**src/sv/bmd_pkg.sv**
```systemverilog
// Shared types, constants and codes of the block motion detector.
`default_nettype none

package bmd_pkg;

    localparam int MAX_TILES_DEF = 32;

    localparam int PIX_W      = 8;
    localparam int TILE_DIM_W = 9;
    localparam int FRAME_DIM_W = 13;
    localparam int POS_W      = 12;
    localparam int SUB_W      = 8;
    localparam int SUM_W      = 24;
    localparam int BASE_W     = 25;
    localparam int IDX_OUT_W  = 5;
    localparam int IN_DATA_W  = 16;
    localparam int OUT_DATA_W = 64;
    localparam int CFG_IDX_W  = 2;
    localparam int CFG_DATA_W = 13;
    localparam int DIV_STEPS  = FRAME_DIM_W;

    localparam logic [TILE_DIM_W-1:0]  TILE_DIM_MAX  = 9'd256;
    localparam logic [FRAME_DIM_W-1:0] FRAME_DIM_MAX = 13'd4096;
    localparam logic [SUM_W-1:0]       SUM_SAT       = 24'hFFFFFF;

    localparam logic [CFG_IDX_W-1:0] REG_TILE_W  = 2'd0;
    localparam logic [CFG_IDX_W-1:0] REG_TILE_H  = 2'd1;
    localparam logic [CFG_IDX_W-1:0] REG_FRAME_W = 2'd2;
    localparam logic [CFG_IDX_W-1:0] REG_FRAME_H = 2'd3;

    localparam logic [1:0] DIV_SEL_TX  = 2'd0;
    localparam logic [1:0] DIV_SEL_TY  = 2'd1;
    localparam logic [1:0] DIV_SEL_COL = 2'd2;
    localparam logic [1:0] DIV_SEL_ROW = 2'd3;

    localparam logic OUT_KIND_PIXEL = 1'b0;
    localparam logic OUT_KIND_FLAG  = 1'b1;

    typedef struct packed {
        logic [TILE_DIM_W-1:0]  tw;
        logic [TILE_DIM_W-1:0]  th;
        logic [FRAME_DIM_W-1:0] fw;
        logic [FRAME_DIM_W-1:0] fh;
        logic [FRAME_DIM_W-1:0] tx;
        logic [FRAME_DIM_W-1:0] ty;
        logic [SUM_W-1:0]       thr_init;
    } t_geom;

    typedef struct packed {
        logic [SUB_W-1:0]  cx;
        logic [POS_W-1:0]  tcx;
        logic [SUB_W-1:0]  ry;
        logic [POS_W-1:0]  tcy;
        logic [BASE_W-1:0] rowbase;
    } t_pos;

    typedef enum logic [2:0] {
        G_START,
        G_WAIT,
        G_MUL_A,
        G_MUL_B,
        G_MUL_C,
        G_LOAD,
        G_READY
    } t_geo_state;

    typedef enum logic [2:0] {
        T_CLEAR,
        T_RUN,
        T_SCAN,
        T_FLAG_RD,
        T_FLAG_OUT
    } t_bmd_state;

endpackage

`default_nettype wire

```
**src/sv/bmd_ram.sv**
```systemverilog
// Generic single-port-write, single-port-read RAM with registered read data.
`default_nettype none

module bmd_ram #(
    parameter int WIDTH = 24,
    parameter int DEPTH = 32,
    localparam int AW = (DEPTH > 1) ? $clog2(DEPTH) : 1
) (
    input  wire logic             i_clk,
    input  wire logic             i_we,
    input  wire logic [AW-1:0]    i_waddr,
    input  wire logic [WIDTH-1:0] i_wdata,
    input  wire logic [AW-1:0]    i_raddr,
    output logic      [WIDTH-1:0] o_rdata
);

    logic [WIDTH-1:0] r_mem [DEPTH];

    always_ff @(posedge i_clk) begin
        if (i_we) begin
            r_mem[i_waddr] <= i_wdata;
        end
        o_rdata <= r_mem[i_raddr];
    end

endmodule

`default_nettype wire

```
**src/sv/bmd_div.sv**
```systemverilog
// Restoring divider, one quotient bit per cycle, for the tile geometry.
`default_nettype none

module bmd_div
    import bmd_pkg::*;
(
    input  wire logic                   i_clk,
    input  wire logic                   i_rst_n,
    input  wire logic                   i_start,
    input  wire logic [FRAME_DIM_W-1:0] i_dividend,
    input  wire logic [TILE_DIM_W-1:0]  i_divisor,
    output logic                        o_done,
    output logic [FRAME_DIM_W-1:0]      o_quotient,
    output logic [TILE_DIM_W-1:0]       o_remainder
);

    localparam int CNT_W = $clog2(DIV_STEPS);

    logic                   r_busy;
    logic                   r_done;
    logic [CNT_W-1:0]       r_cnt;
    logic [FRAME_DIM_W-1:0] r_quo;
    logic [TILE_DIM_W-1:0]  r_rem;
    logic [TILE_DIM_W-1:0]  r_dvs;

    logic [TILE_DIM_W:0]    shifted;
    logic [TILE_DIM_W+1:0]  trial;
    logic                   q_bit;
    logic [TILE_DIM_W-1:0]  n_rem;

    always_comb begin
        shifted = {r_rem, r_quo[FRAME_DIM_W-1]};
        trial   = {1'b0, shifted} - {2'b00, r_dvs};
        q_bit   = ~trial[TILE_DIM_W+1];
        n_rem   = q_bit ? trial[TILE_DIM_W-1:0] : shifted[TILE_DIM_W-1:0];
    end

    always_ff @(posedge i_clk) begin
        if (!i_rst_n) begin
            r_busy <= 1'b0;
            r_done <= 1'b0;
            r_cnt  <= '0;
        end else if (i_start) begin
            r_busy <= 1'b1;
            r_done <= 1'b0;
            r_cnt  <= '0;
        end else if (r_busy) begin
            r_cnt <= r_cnt + CNT_W'(1);
            if (r_cnt == CNT_W'(DIV_STEPS - 1)) begin
                r_busy <= 1'b0;
                r_done <= 1'b1;
            end
        end else begin
            r_done <= 1'b0;
        end
    end

    always_ff @(posedge i_clk) begin
        if (i_start) begin
            r_quo <= i_dividend;
            r_rem <= '0;
            r_dvs <= i_divisor;
        end else if (r_busy) begin
            r_quo <= {r_quo[FRAME_DIM_W-2:0], q_bit};
            r_rem <= n_rem;
        end
    end

    assign o_done      = r_done;
    assign o_quotient  = r_quo;
    assign o_remainder = r_rem;

endmodule

`default_nettype wire

```
**src/sv/bmd_geom.sv**
```systemverilog
// Configuration registers and the sequencer that derives the tile geometry.
`default_nettype none

module bmd_geom
    import bmd_pkg::*;
#(
    parameter int MAX_TILES = MAX_TILES_DEF,
    localparam int CNT_W = $clog2(MAX_TILES + 1)
) (
    input  wire logic                  i_clk,
    input  wire logic                  i_rst_n,
    input  wire logic                  i_cfg_valid,
    input  wire logic [CFG_IDX_W-1:0]  i_cfg_index,
    input  wire logic [CFG_DATA_W-1:0] i_cfg_data,
    output logic                       o_cfg_ready,
    input  wire logic [POS_W-1:0]      i_column,
    input  wire logic [POS_W-1:0]      i_row,
    output t_geom                      o_geom,
    output logic [CNT_W-1:0]           o_ntiles,
    output t_pos                       o_pos,
    output logic                       o_load,
    output logic                       o_ready
);

    t_geo_state n_state;
    t_geo_state r_state;

    logic [1:0]             r_sel;
    logic [TILE_DIM_W-1:0]  r_tw;
    logic [TILE_DIM_W-1:0]  r_th;
    logic [FRAME_DIM_W-1:0] r_fw;
    logic [FRAME_DIM_W-1:0] r_fh;
    logic [FRAME_DIM_W-1:0] r_tx;
    logic [FRAME_DIM_W-1:0] r_ty;
    logic [POS_W-1:0]       r_tcx;
    logic [SUB_W-1:0]       r_cx;
    logic [POS_W-1:0]       r_tcy;
    logic [SUB_W-1:0]       r_ry;
    logic [2*FRAME_DIM_W-1:0] r_txty;
    logic [2*TILE_DIM_W-1:0]  r_twth;
    logic [SUM_W-1:0]       r_thr;
    logic [BASE_W-1:0]      r_rowbase;
    logic [CNT_W-1:0]       r_ntiles;

    logic                   cfg_wr;
    logic                   div_start;
    logic                   div_done;
    logic [FRAME_DIM_W-1:0] div_dividend;
    logic [TILE_DIM_W-1:0]  div_divisor;
    logic [FRAME_DIM_W-1:0] div_quo;
    logic [TILE_DIM_W-1:0]  div_rem;
    logic [TILE_DIM_W-1:0]  tile_clamped;
    logic [FRAME_DIM_W-1:0] frame_clamped;
    logic [2*TILE_DIM_W+7:0] thr_wide;

    assign o_cfg_ready = 1'b1;
    assign cfg_wr      = i_cfg_valid;

    always_comb begin
        if (i_cfg_data[TILE_DIM_W-1:0] == '0) begin
            tile_clamped = TILE_DIM_W'(1);
        end else if (i_cfg_data[TILE_DIM_W-1:0] > TILE_DIM_MAX) begin
            tile_clamped = TILE_DIM_MAX;
        end else begin
            tile_clamped = i_cfg_data[TILE_DIM_W-1:0];
        end
        if (i_cfg_data == '0) begin
            frame_clamped = FRAME_DIM_W'(1);
        end else if (i_cfg_data > FRAME_DIM_MAX) begin
            frame_clamped = FRAME_DIM_MAX;
        end else begin
            frame_clamped = i_cfg_data;
        end
    end

    always_comb begin
        case (r_sel)
            DIV_SEL_TX: begin
                div_dividend = r_fw;
                div_divisor  = r_tw;
            end
            DIV_SEL_TY: begin
                div_dividend = r_fh;
                div_divisor  = r_th;
            end
            DIV_SEL_COL: begin
                div_dividend = {1'b0, i_column};
                div_divisor  = r_tw;
            end
            DIV_SEL_ROW: begin
                div_dividend = {1'b0, i_row};
                div_divisor  = r_th;
            end
            default: begin
                div_dividend = r_fw;
                div_divisor  = r_tw;
            end
        endcase
    end

    bmd_div u_div (
        .i_clk       (i_clk),
        .i_rst_n     (i_rst_n),
        .i_start     (div_start),
        .i_dividend  (div_dividend),
        .i_divisor   (div_divisor),
        .o_done      (div_done),
        .o_quotient  (div_quo),
        .o_remainder (div_rem)
    );

    always_comb begin
        n_state = r_state;
        if (cfg_wr) begin
            n_state = G_START;
        end else begin
            case (r_state)
                G_START: n_state = G_WAIT;
                G_WAIT: begin
                    if (div_done) begin
                        n_state = (r_sel == DIV_SEL_ROW) ? G_MUL_A : G_START;
                    end
                end
                G_MUL_A: n_state = G_MUL_B;
                G_MUL_B: n_state = G_MUL_C;
                G_MUL_C: n_state = G_LOAD;
                G_LOAD:  n_state = G_READY;
                G_READY: n_state = G_READY;
                default: n_state = G_START;
            endcase
        end
    end

    always_comb begin
        div_start = 1'b0;
        o_load    = 1'b0;
        o_ready   = 1'b0;
        case (r_state)
            G_START: div_start = 1'b1;
            G_LOAD:  o_load    = 1'b1;
            G_READY: o_ready   = 1'b1;
            default: begin
                div_start = 1'b0;
            end
        endcase
    end

    assign thr_wide = {r_twth, 8'h00} - {8'h00, r_twth};

    always_ff @(posedge i_clk) begin
        if (!i_rst_n) begin
            r_state <= G_START;
            r_sel   <= DIV_SEL_TX;
            r_tw    <= TILE_DIM_W'(16);
            r_th    <= TILE_DIM_W'(16);
            r_fw    <= FRAME_DIM_W'(128);
            r_fh    <= FRAME_DIM_W'(64);
        end else begin
            r_state <= n_state;
            if (cfg_wr) begin
                r_sel <= DIV_SEL_TX;
                case (i_cfg_index)
                    REG_TILE_W:  r_tw <= tile_clamped;
                    REG_TILE_H:  r_th <= tile_clamped;
                    REG_FRAME_W: r_fw <= frame_clamped;
                    REG_FRAME_H: r_fh <= frame_clamped;
                    default: begin
                        r_tw <= r_tw;
                    end
                endcase
            end else if (r_state == G_WAIT && div_done) begin
                r_sel <= r_sel + 2'd1;
            end
        end
    end

    always_ff @(posedge i_clk) begin
        if (r_state == G_WAIT && div_done) begin
            case (r_sel)
                DIV_SEL_TX: r_tx <= div_quo;
                DIV_SEL_TY: r_ty <= div_quo;
                DIV_SEL_COL: begin
                    r_tcx <= div_quo[POS_W-1:0];
                    r_cx  <= div_rem[SUB_W-1:0];
                end
                DIV_SEL_ROW: begin
                    r_tcy <= div_quo[POS_W-1:0];
                    r_ry  <= div_rem[SUB_W-1:0];
                end
                default: begin
                    r_tx <= div_quo;
                end
            endcase
        end
        if (r_state == G_MUL_A) begin
            r_txty <= r_tx * r_ty;
        end
        if (r_state == G_MUL_B) begin
            r_twth <= r_tw * r_th;
            if (r_txty > (2*FRAME_DIM_W)'(MAX_TILES)) begin
                r_ntiles <= CNT_W'(MAX_TILES);
            end else begin
                r_ntiles <= r_txty[CNT_W-1:0];
            end
        end
        if (r_state == G_MUL_C) begin
            r_thr     <= thr_wide[SUM_W-1:0];
            r_rowbase <= r_tcy * r_tx;
        end
    end

    always_comb begin
        o_geom.tw       = r_tw;
        o_geom.th       = r_th;
        o_geom.fw       = r_fw;
        o_geom.fh       = r_fh;
        o_geom.tx       = r_tx;
        o_geom.ty       = r_ty;
        o_geom.thr_init = r_thr;
        o_pos.cx        = r_cx;
        o_pos.tcx       = r_tcx;
        o_pos.ry        = r_ry;
        o_pos.tcy       = r_tcy;
        o_pos.rowbase   = r_rowbase;
    end

    assign o_ntiles = r_ntiles;

endmodule

`default_nettype wire

```
**src/sv/block_motion_detector.sv**
```systemverilog
// Block motion detector: pixel differences, per-tile sums and end-of-frame motion flags.
// Pixel pairs enter on the slave stream in raster order, one per request. Each pixel
// request gives one difference result on the master stream, kind 0 on tuser. The
// request that ends a frame is followed by one motion flag result per tile, kind 1,
// and tlast marks the final result that a request causes. Tile sums live in a
// MAX_TILES-entry RAM that is read, updated and written back per pixel, overlapped,
// with the previous write forwarded, so one pixel is accepted per cycle while the
// output is free and a difference result appears in the cycle after its request.
// At the end of a frame the block reads the sums once to find the minimum, then reads
// them again to emit the flags, then clears the sums that were not already cleared.
// No pixel is accepted during this pass.
// The configuration channel is always ready. After reset and after every register
// write a shared 13-step divider recomputes the tile geometry and the current tile
// position; no pixel is accepted while it runs. After reset the tile RAM is also
// cleared in a pass that runs alongside.
// A stalled receiver holds the current result in the output register; the block
// keeps accepting pixels as long as that register is emptied in the same cycle.
`default_nettype none

module block_motion_detector
    import bmd_pkg::*;
#(
    parameter int MAX_TILES = MAX_TILES_DEF
) (
    input  wire logic                  i_clk,
    input  wire logic                  i_rst_n,
    input  wire logic                  i_s_axis_tvalid,
    output logic                       o_s_axis_tready,
    // [7:0] current_pixel, [15:8] base_pixel
    input  wire logic [IN_DATA_W-1:0]  i_s_axis_tdata,
    output logic                       o_m_axis_tvalid,
    input  wire logic                  i_m_axis_tready,
    // [7:0] diff_pixel, [12:8] tile_index, [13] motion, [37:14] tile_sum,
    // [61:38] threshold, [63:62] zero
    output logic [OUT_DATA_W-1:0]      o_m_axis_tdata,
    // [0] kind
    output logic                       o_m_axis_tuser,
    output logic                       o_m_axis_tlast,
    input  wire logic                  i_cfg_valid,
    output logic                       o_cfg_ready,
    input  wire logic [CFG_IDX_W-1:0]  i_cfg_index,
    input  wire logic [CFG_DATA_W-1:0] i_cfg_data
);

    localparam int IDX_W = (MAX_TILES > 1) ? $clog2(MAX_TILES) : 1;
    localparam int CNT_W = $clog2(MAX_TILES + 1);

    t_bmd_state n_state;
    t_bmd_state r_state;

    t_geom            geom;
    t_pos             geo_pos;
    logic [CNT_W-1:0] ntiles;
    logic             geo_load;
    logic             geo_ready;

    logic [POS_W-1:0]  r_column;
    logic [POS_W-1:0]  r_row;
    logic [SUB_W-1:0]  r_cx;
    logic [POS_W-1:0]  r_tcx;
    logic [SUB_W-1:0]  r_ry;
    logic [POS_W-1:0]  r_tcy;
    logic [BASE_W-1:0] r_rowbase;

    logic [CNT_W-1:0]  r_cnt;
    logic              r_scan_v;
    logic [SUM_W-1:0]  r_min;

    logic              r_s1_valid;
    logic [IDX_W-1:0]  r_s1_addr;
    logic [PIX_W-1:0]  r_s1_diff;

    logic              r_fw_valid;
    logic [IDX_W-1:0]  r_fw_addr;
    logic [SUM_W-1:0]  r_fw_data;
    logic [IDX_W-1:0]  r_rd_addr;

    logic                 r_out_valid;
    logic                 r_out_kind;
    logic [PIX_W-1:0]     r_out_diff;
    logic [IDX_OUT_W-1:0] r_out_idx;
    logic                 r_out_mot;
    logic [SUM_W-1:0]     r_out_sum;
    logic [SUM_W-1:0]     r_out_thr;
    logic                 r_out_last;

    logic [PIX_W-1:0]     cur_pix;
    logic [PIX_W-1:0]     base_pix;
    logic [PIX_W-1:0]     diff;
    logic [FRAME_DIM_W-1:0] col_p1;
    logic [FRAME_DIM_W-1:0] row_p1;
    logic                 col_last;
    logic                 row_last;
    logic                 cx_last;
    logic                 ry_last;
    logic                 frame_end;
    logic [BASE_W-1:0]    tile_num;
    logic                 hit;
    logic                 out_free;
    logic                 in_ready;
    logic                 accept;
    logic                 scan_issue;
    logic                 flag_last;
    logic                 clear_we;
    logic [SUM_W-1:0]     ram_rdata;
    logic [SUM_W-1:0]     rdf;
    logic [SUM_W:0]       sum_wide;
    logic                 ram_we;
    logic [IDX_W-1:0]     ram_waddr;
    logic [SUM_W-1:0]     ram_wdata;
    logic [IDX_W-1:0]     ram_raddr;
    logic                 load_pix;
    logic                 load_flag;
    logic [31:0]          cnt_ext;

    bmd_geom #(
        .MAX_TILES (MAX_TILES)
    ) u_geom (
        .i_clk       (i_clk),
        .i_rst_n     (i_rst_n),
        .i_cfg_valid (i_cfg_valid),
        .i_cfg_index (i_cfg_index),
        .i_cfg_data  (i_cfg_data),
        .o_cfg_ready (o_cfg_ready),
        .i_column    (r_column),
        .i_row       (r_row),
        .o_geom      (geom),
        .o_ntiles    (ntiles),
        .o_pos       (geo_pos),
        .o_load      (geo_load),
        .o_ready     (geo_ready)
    );

    bmd_ram #(
        .WIDTH (SUM_W),
        .DEPTH (MAX_TILES)
    ) u_ram (
        .i_clk   (i_clk),
        .i_we    (ram_we),
        .i_waddr (ram_waddr),
        .i_wdata (ram_wdata),
        .i_raddr (ram_raddr),
        .o_rdata (ram_rdata)
    );

    always_comb begin
        cur_pix   = i_s_axis_tdata[PIX_W-1:0];
        base_pix  = i_s_axis_tdata[2*PIX_W-1:PIX_W];
        diff      = (cur_pix > base_pix) ? (cur_pix - base_pix) : '0;
        col_p1    = {1'b0, r_column} + FRAME_DIM_W'(1);
        row_p1    = {1'b0, r_row} + FRAME_DIM_W'(1);
        col_last  = col_p1 >= geom.fw;
        row_last  = row_p1 >= geom.fh;
        cx_last   = ({1'b0, r_cx} + TILE_DIM_W'(1)) == geom.tw;
        ry_last   = ({1'b0, r_ry} + TILE_DIM_W'(1)) == geom.th;
        frame_end = col_last && row_last;
        tile_num  = r_rowbase + BASE_W'(r_tcx);
        hit       = ({1'b0, r_tcx} < geom.tx) && ({1'b0, r_tcy} < geom.ty)
                    && (tile_num < BASE_W'(ntiles));
        rdf       = (r_fw_valid && (r_fw_addr == r_rd_addr)) ? r_fw_data : ram_rdata;
        sum_wide  = {1'b0, rdf} + (SUM_W+1)'(r_s1_diff);
        out_free  = !r_out_valid || i_m_axis_tready;
        scan_issue = r_cnt < ntiles;
        flag_last = (r_cnt + CNT_W'(1)) == ntiles;
        cnt_ext   = 32'(r_cnt);
    end

    always_comb begin
        n_state = r_state;
        case (r_state)
            T_CLEAR: begin
                if (r_cnt == CNT_W'(MAX_TILES)) begin
                    n_state = T_RUN;
                end
            end
            T_RUN: begin
                if (accept && frame_end) begin
                    n_state = (ntiles != '0) ? T_SCAN : T_CLEAR;
                end
            end
            T_SCAN: begin
                if (!scan_issue && r_scan_v) begin
                    n_state = T_FLAG_RD;
                end
            end
            T_FLAG_RD: n_state = T_FLAG_OUT;
            T_FLAG_OUT: begin
                if (out_free) begin
                    n_state = flag_last ? T_CLEAR : T_FLAG_RD;
                end
            end
            default: n_state = T_CLEAR;
        endcase
    end

    always_comb begin
        in_ready  = 1'b0;
        load_flag = 1'b0;
        clear_we  = 1'b0;
        ram_raddr = r_cnt[IDX_W-1:0];
        case (r_state)
            T_RUN: begin
                in_ready  = geo_ready && out_free;
                ram_raddr = tile_num[IDX_W-1:0];
            end
            T_FLAG_OUT: load_flag = out_free;
            T_CLEAR:    clear_we  = (r_cnt != CNT_W'(MAX_TILES)) && !r_s1_valid;
            default: begin
                in_ready = 1'b0;
            end
        endcase
        accept   = i_s_axis_tvalid && in_ready;
        load_pix = accept;

        ram_we    = 1'b0;
        ram_waddr = r_cnt[IDX_W-1:0];
        ram_wdata = '0;
        if (r_s1_valid) begin
            ram_we    = 1'b1;
            ram_waddr = r_s1_addr;
            ram_wdata = sum_wide[SUM_W] ? SUM_SAT : sum_wide[SUM_W-1:0];
        end else if (load_flag || clear_we) begin
            ram_we = 1'b1;
        end
    end

    assign o_s_axis_tready = in_ready;

    always_ff @(posedge i_clk) begin
        if (!i_rst_n) begin
            r_state    <= T_CLEAR;
            r_cnt      <= '0;
            r_scan_v   <= 1'b0;
            r_s1_valid <= 1'b0;
            r_fw_valid <= 1'b0;
            r_column   <= '0;
            r_row      <= '0;
            r_cx       <= '0;
            r_tcx      <= '0;
            r_ry       <= '0;
            r_tcy      <= '0;
            r_rowbase  <= '0;
        end else begin
            r_state    <= n_state;
            r_fw_valid <= ram_we;
            r_s1_valid <= accept && hit;

            if (geo_load) begin
                r_cx      <= geo_pos.cx;
                r_tcx     <= geo_pos.tcx;
                r_ry      <= geo_pos.ry;
                r_tcy     <= geo_pos.tcy;
                r_rowbase <= geo_pos.rowbase;
            end else if (accept) begin
                if (col_last) begin
                    r_column <= '0;
                    r_cx     <= '0;
                    r_tcx    <= '0;
                    if (row_last) begin
                        r_row     <= '0;
                        r_ry      <= '0;
                        r_tcy     <= '0;
                        r_rowbase <= '0;
                    end else begin
                        r_row <= row_p1[POS_W-1:0];
                        if (ry_last) begin
                            r_ry      <= '0;
                            r_tcy     <= r_tcy + POS_W'(1);
                            r_rowbase <= r_rowbase + BASE_W'(geom.tx);
                        end else begin
                            r_ry <= r_ry + SUB_W'(1);
                        end
                    end
                end else begin
                    r_column <= col_p1[POS_W-1:0];
                    if (cx_last) begin
                        r_cx  <= '0;
                        r_tcx <= r_tcx + POS_W'(1);
                    end else begin
                        r_cx <= r_cx + SUB_W'(1);
                    end
                end
            end

            case (r_state)
                T_RUN: begin
                    if (accept && frame_end) begin
                        r_cnt    <= '0;
                        r_scan_v <= 1'b0;
                    end
                end
                T_SCAN: begin
                    if (scan_issue) begin
                        r_cnt    <= r_cnt + CNT_W'(1);
                        r_scan_v <= 1'b1;
                    end else begin
                        r_scan_v <= 1'b0;
                        if (r_scan_v) begin
                            r_cnt <= '0;
                        end
                    end
                end
                T_FLAG_OUT: begin
                    if (out_free) begin
                        r_cnt <= flag_last ? ntiles : (r_cnt + CNT_W'(1));
                    end
                end
                T_CLEAR: begin
                    if (clear_we) begin
                        r_cnt <= r_cnt + CNT_W'(1);
                    end
                end
                default: begin
                    r_scan_v <= 1'b0;
                end
            endcase
        end
    end

    always_ff @(posedge i_clk) begin
        r_fw_addr <= ram_waddr;
        r_fw_data <= ram_wdata;
        r_rd_addr <= ram_raddr;
        if (accept) begin
            r_s1_addr <= tile_num[IDX_W-1:0];
            r_s1_diff <= diff;
        end
        if (r_state == T_RUN && accept && frame_end) begin
            r_min <= geom.thr_init;
        end else if (r_state == T_SCAN && r_scan_v && (rdf < r_min)) begin
            r_min <= rdf;
        end
    end

    always_ff @(posedge i_clk) begin
        if (!i_rst_n) begin
            r_out_valid <= 1'b0;
        end else if (load_pix) begin
            r_out_valid <= 1'b1;
            r_out_kind  <= OUT_KIND_PIXEL;
            r_out_diff  <= diff;
            r_out_idx   <= '0;
            r_out_mot   <= 1'b0;
            r_out_sum   <= '0;
            r_out_thr   <= '0;
            r_out_last  <= !(frame_end && (ntiles != '0));
        end else if (load_flag) begin
            r_out_valid <= 1'b1;
            r_out_kind  <= OUT_KIND_FLAG;
            r_out_diff  <= '0;
            r_out_idx   <= cnt_ext[IDX_OUT_W-1:0];
            r_out_mot   <= rdf > r_min;
            r_out_sum   <= rdf;
            r_out_thr   <= r_min;
            r_out_last  <= flag_last;
        end else if (i_m_axis_tready) begin
            r_out_valid <= 1'b0;
        end
    end

    assign o_m_axis_tvalid = r_out_valid;
    assign o_m_axis_tdata  = {2'b00, r_out_thr, r_out_sum, r_out_mot, r_out_idx, r_out_diff};
    assign o_m_axis_tuser  = r_out_kind;
    assign o_m_axis_tlast  = r_out_last;

    a_s1_follows_accept: assert property (@(posedge i_clk) disable iff (!i_rst_n)
        r_s1_valid |-> $past(accept))
        else $error("tile update without a preceding pixel request");

    a_s1_read_matches: assert property (@(posedge i_clk) disable iff (!i_rst_n)
        r_s1_valid |-> (r_rd_addr == r_s1_addr))
        else $error("tile update uses data read from another entry");

    a_flag_not_below_min: assert property (@(posedge i_clk) disable iff (!i_rst_n)
        (r_out_valid && (r_out_kind == OUT_KIND_FLAG)) |-> (r_out_mot || (r_out_sum == r_out_thr)))
        else $error("tile sum below the frame threshold");

endmodule

`default_nettype wire
```
**config.mk**
```make
export PLATFORM = sky130hd
export DESIGN_NAME = block_motion_detector
export DESIGN_NICKNAME = d
export VERILOG_FILES = /design/src/sv/bmd_pkg.sv /design/src/sv/bmd_ram.sv /design/src/sv/bmd_div.sv /design/src/sv/bmd_geom.sv /design/src/sv/block_motion_detector.sv
export SDC_FILE = /design/constraint.sdc
export NUM_CORES = 2
export LEC_CHECK = 0
export BUFFER_PORTS_ARGS = -buffer_cell sky130_fd_sc_hd__buf_2
export CORE_MARGIN = 2
export CORE_UTILIZATION = 65
export CTS_BUF_LIST = sky130_fd_sc_hd__clkbuf_4
export DETAILED_ROUTE_END_ITERATION = 8
export PLACE_DENSITY_LB_ADDON = 0.25
export SLEW_MARGIN = 20
export SYNTH_ARGS = -nofsm -noshare
export SYNTH_HDL_FRONTEND = slang
export SYNTH_SLANG_ARGS = --single-unit
```
**constraint.sdc**
```tcl
create_clock -name i_clk -period 7.25 [get_ports i_clk]
set_clock_uncertainty 0.2 [all_clocks]
set_input_delay 0 -clock i_clk [delete_from_list [all_inputs] [get_ports i_clk]]
set_output_delay 0 -clock i_clk [all_outputs]
set_load 0.02 [all_outputs]
```
# Word-level counts from Yosys, hierarchy flattened
# Memory sizes are Yosys's and may differ from the RTL's. A register that Yosys moved wholly into a read port is not among the register bits.
# Cells that the tools add are included.
# W data, S select, Z words.
[totals]
latch_bits = 0
n_memories = 1
rom_bits = 0
ramBits = 768
input_bits = 36
ff_bits = 488
word_cells = 266
[classes]
div_mod_pow = 0
n_addsub = 17
shifts = 0
muxes = 87
bitwise_logic = 5
eq_ne = 30
n_lt_le_gt_ge = 12
multipliers = 3
reduce_logical = 62
[mem_list]
columns = ["name", "words", "width", "read_ports", "rd_ports_with_merged_regs", "wr", "line", "source"]
rows = [
  ["u_ram.r_mem", 32, 24, 1, 1, 1, "bmd_ram.sv:17", "logic [WIDTH-1:0] r_mem [DEPTH];"],
]
[ops]
columns = ["op", "n"]
rows = [
  ["$mux W24", 7],
  ["$mux W12", 11],
  ["$mux W25", 5],
  ["$mux W8", 12],
  ["$mux W13", 4],
  ["$pmux W13 S4", 1],
  ["$mux W6", 6],
  ["$mux W9", 3],
  ["$add A12 B1 Y13 const B", 2],
  ["$ge A13 B13 Y1", 2],
  ["$gt A26 B6 Y1 const B", 1],
  ["$lt A12 B13 Y1", 2],
  ["$mul A13 B13 Y26", 1],
  ["$reduce_and A2 Y1", 13],
  ["$add A24 B8 Y25", 1],
  ["$add A25 B12 Y25", 1],
  ["$add A25 B13 Y25", 1],
  ["$lt A25 B6 Y1", 1],
  ["$mul A12 B13 Y25", 1],
  ["$add A12 B1 Y12 const B", 2],
  ["$gt A24 B24 Y1", 1],
  ["$lt A24 B24 Y1", 1],
  ["$pmux W6 S4", 1],
  ["$sub A24 B18 Y24", 1],
  ["50 further kinds", 135],
]

# Logic depth before layout (Yosys ltp)
[depth]
depth_word = 8
depth_mapped = 22

# Hierarchy
# Synthesis repeated with hierarchy kept, for this count alone.
[hier_totals]
hier_cells = 5975
area_unflattened_um2 = 70044.7
[modules_own_cells]
columns = ["module", "instances", "area_each_um2", "cells_per_inst", "seq_area_each_um2"]
rows = [
  ["bmd_ram", 1, 30478.0, 1711, 23542.6],
  ["bmd_geom", 1, 21829.7, 2241, 5935.7],
  ["block_motion_detector", 1, 15796.4, 1848, 5755.5],
  ["bmd_div", 1, 1940.6, 175, 960.9],
]

# Worst setup path after synthesis
# Ideal clock, no wire load.
[synth_path]
kind = "register -> register"
from = "reg u_geom.r_tx[2]"
to = "reg u_geom.r_rowbase[24], data pin"
path_stages_with_launch = 20
arrival_ns = 5.394
n_path_buf = 1
setup_time_ns = 0.259
period_less_slack_ns = 5.854
setup_slack_ns = 1.396
cell_sequence = "edfxtp_1 clkbuf_1 clkinv_1 nor2_1 fa_1 fa_1 fa_1 fa_1 inv_1 fa_1 inv_1 ha_1 a21oi_1 nor2b_1 o2bb2ai_1 o31ai_1 o41a_1 a211oi_1 a21oi_1 xnor2_1"
[synth_via]
elab_chain_len = 1
[synth_lines]
columns = ["element", "line", "source"]
rows = [
  ["start, declared", "bmd_geom.sv:33", "logic [FRAME_DIM_W-1:0] r_tx;"],
  ["start signal, assigned", "bmd_geom.sv:180", "DIV_SEL_TX: r_tx <= div_quo;"],
  ["start signal, assigned", "bmd_geom.sv:191", "r_tx <= div_quo;"],
  ["$mul A12 B13 Y25", "bmd_geom.sv:208", "r_rowbase <= r_tcy * r_tx;"],
  ["end signal, assigned", "bmd_geom.sv:208", ""],
  ["end, declared", "bmd_geom.sv:42", "logic [BASE_W-1:0] r_rowbase;"],
]
# No other way between the ends.
# A chain may end at the register's enable or synchronous reset.

# Worst setup path after layout
[layout_path]
from = "reg u_geom.r_tx[4]"
to = "reg u_geom.r_txty[24], data pin"
[layout_via]
elab_chain_len = 1
[layout_lines]
columns = ["element", "line", "source"]
rows = [
  ["$mul A13 B13 Y26", "bmd_geom.sv:196", "r_txty <= r_tx * r_ty;"],
  ["end signal, assigned", "bmd_geom.sv:196", ""],
  ["end, declared", "bmd_geom.sv:39", "logic [2*FRAME_DIM_W-1:0] r_txty;"],
]
# No other way between the ends.

==> impl_metrics.csv <==
group,metric,value,unit
synthesis,async_flop_share,0,%
synthesis,netlist.area_leader.share,45.55,%
cells_and_area,seqCellArea,0.03619,mm^2
timing,fin_ws,673.2,ps
critical_path,crit_required,8020,ps
grt,antenna_found_initial,9,
run,cap_violations,0,
drt,drc,0,
cells_and_area,drive_above_1_share,11.76,%
cts,path_clk_slew,70,ps
floorplan,num_rows,120,
grt,grt.total_usage,34.53,%
timing,period_share,90.71,%
grt,top_usage_layer,"met2",
timing,finalHoldViolCount,0,
synthesis,synth_area,0.06962,mm^2
cts,cts_buffers,338,
cells_and_area,nFillCells,7451,
critical_path,cp-end-kind,"register",
outcome,status,"complete, no violations",
grt,grt_use_met1,45.49,%
floorplan,die-height,331.3,um
timing,drv_slew,0,
power_and_ir_drop,vdd_ir_drop_max,0.1996,mV
critical_path,crit_type,"reg -> reg",
drt,wl,189.8,mm
floorplan,start_util,65.30,%
synthesis,yosysWarnings,0,
cts,clk_path_buf_depth,4,
critical_path,arrival,7340,ps
hold_path,hold_class,"in -> reg",
synthesis,synth-seq-cells,1280,
grt,grt_max_degree,162,
drt,drt_pass1_iterations,9,
grt,first_global_vias,51980,
critical_path,critical_path.startpoint_type,"register",
cells_and_area,final_common_cell,"nand2_1",
place,gp_congestion,0.9558,
floorplan,io_pins,105,
drt,vias_per_cell,6.194,
power_and_ir_drop,powerDensity,237.2,mW/mm^2
timing,fmax,152.1,MHz
cells_and_area,fin_util,71.95,%
cells_and_area,final_area,0.07670,mm^2
cells_and_area,num-nets-final,7470,
cts,cts_tree,"built",
grt,grt_pass1_wl,293.8,mm
timing,finalSetupViolations,0,
timing,worstMarginPinSlew,1219,ps
floorplan,core_area,0.1066,mm^2
grt,grtUsageMet3,7.366,%
floorplan,fp.dieW,331.3,um
drt,antenna_left,0,
place,port_buffers,101,
timing,fin_crit,6577,ps
cells_and_area,multiInputGateArea,0.03007,mm^2
cells_and_area,final_cell_mix,"nand2_1, edfxtp_1, inv_1",
cts,cts_root_buf,"clkbuf_4",
floorplan,dieArea,0.1097,mm^2
synthesis,dominantRegCellSynth,"edfxtp_1",
drt,drtIter0Drc,6244,
synthesis,synth_cells,6506,
drt,detail_route.wl_per_cell,22.42,um
drt,num_vias,52440,
synthesis,ys_seq_area_share,51.99,%
cts,clock-sinks,1280,
place,place_area,0.07153,mm^2
power_and_ir_drop,power_leakage,30.72,nW
cells_and_area,syn_to_final_growth,10.17,%
grt,use_met2,55.11,%
synthesis,synthTopCellsByArea,"edfxtp_1, fa_1, dfxtp_1, nand2_1, ha_1",
synthesis,synth_area_leader_cell,"edfxtp_1",
timing,relSlewSlack,18.76,%
timing,finalSetupTns,0,ps
synthesis,avgSynthCellArea,10.70,um^2
critical_path,critPathMaxFanout,12,
cts,cts_max_level,5,
timing,rsz0062_at_grt,"no",
synthesis,synth_cell_types,96,
place,hpwl,120.7,mm
cts,post_cts_buffers,0,
synthesis,synth-edff-count,1056,
place,pre_cts_ws,837.2,ps
grt,gr-total-overflow,0,
cts,clkLatencyLatePin,1260,ps
## layout make-up
| cell class | count | share of cell area (%) |
|---|---|---|
| clock buffers | 473 | 4.630 |
| clock inverters | 105 | 0.6688 |
| repair buffers | 311 | 3.126 |
| inverters | 582 | 2.863 |
| multi-input cells | 4304 | 39.21 |
| diodes | 8 | 0.02610 |
| flip-flops and latches | 1280 | 47.19 |
| well taps | 1403 | 2.289 |
## logic make-up (layout without fill, tap and decap cells)
group	count (synthesis)	in the layout	share of synthesized area [%]
mux	56	56	0.8573
xor+xnor	182	182	2.349
compound gates	907	907	9.067
flops	1280	1280	51.99
simple gates	2539	2539	16.42
fa+ha+maj	617	617	14.17
other cells	2	11	0.01079
buf+inv	923	1471	5.126
## power by group
group          leakage (nW)  internal [mW]  switching (mW)
Clock                  2.43           3.14            2.98
Sequential             11.4           8.20           0.133
Combinational          16.9           1.14            2.59
Total                  30.7           12.5            5.70
## worst max-delay path, stage by stage, from the launching register on
cell and delay [ps]:
edfxtp_1 670, clkinv_1 490, nor2_1 260, fa_1 200
inv_1 60, fa_1 510, inv_1 50, fa_1 500
inv_1 60, fa_1 490, fa_1 490, inv_1 40
ha_1 350, nand2_1 80, o211ai_1 240, a2111oi_0 160
o41ai_1 670, a211oi_1 180, o21ai_0 360, nand4_1 150
o311ai_0 110
## repair_timing
action                                 4_1_cts  5_1_grt
setup endpoints to repair                    0        0
resized for setup                            0        0
endpoints found under the hold margin      253        0
hold buffers                               106        0
## cell usage after synthesis (128+ instances only)
cell,n
ha_1,331
edfxtp_1,1056
xnor2_1,132
fa_1,286
a21oi_1,203
nand3_1,480
inv_1,571
clkbuf_1,244
nor2_1,389
and2_1,151
dfxtp_1,224
nand2_1,1174
o21ai_0,128
## stage by stage
stage | hold WS (ps) | instances | power [mW]
floorplan | -23.75 | 6507 | 10.82
global placement | 135.3 | 7774 | 11.92
detailed placement | 139.5 | 7774 | 12.03
CTS | 31.81 | 8458 | 18.13
global route | 131.7 | 8459 | 18.89
finish | 147.2 | 8466 | 18.19
## worst paths after layout
kind / startpoint / cells after the start / slack (ps) / end
max reg2reg: u_geom.r_tx[4]$_DFFE_PP_ / 20 / 670 / u_geom.r_txty[24]$_DFFE_PP_
min reg2reg: u_geom.r_rowbase[17]$_DFFE_PP_ / 2 / 260 / r_rowbase[17]$_SDFFE_PN0P_
max: u_geom.r_tx[4]$_DFFE_PP_ / 20 / 670 / u_geom.r_txty[24]$_DFFE_PP_
min: i_cfg_data[6] / 6 / 150 / u_geom.r_fw[6]$_SDFFE_PN0P_
## metal layers
metal | vias to the layer above | share of wire (%)
met5 | - | 0.017
li1 | 23504 | -
met2 | 2929 | 47
met1 | 25459 | 38
met4 | 4 | 4.8
met3 | 544 | 9.9
## state kept, by name (all words and copies together), names as in the netlist, 18 cells and up
name              flops
r_out_sum            24
r_min                24
r_fw_data            24
u_ram.o_rdata        24
u_geom.r_txty        26
r_out_thr            24
u_geom.r_thr         24
r_rowbase            25
u_geom.r_twth        18
u_ram.r_mem         768
u_geom.r_rowbase     25
(Power assumes the default switching activity.)
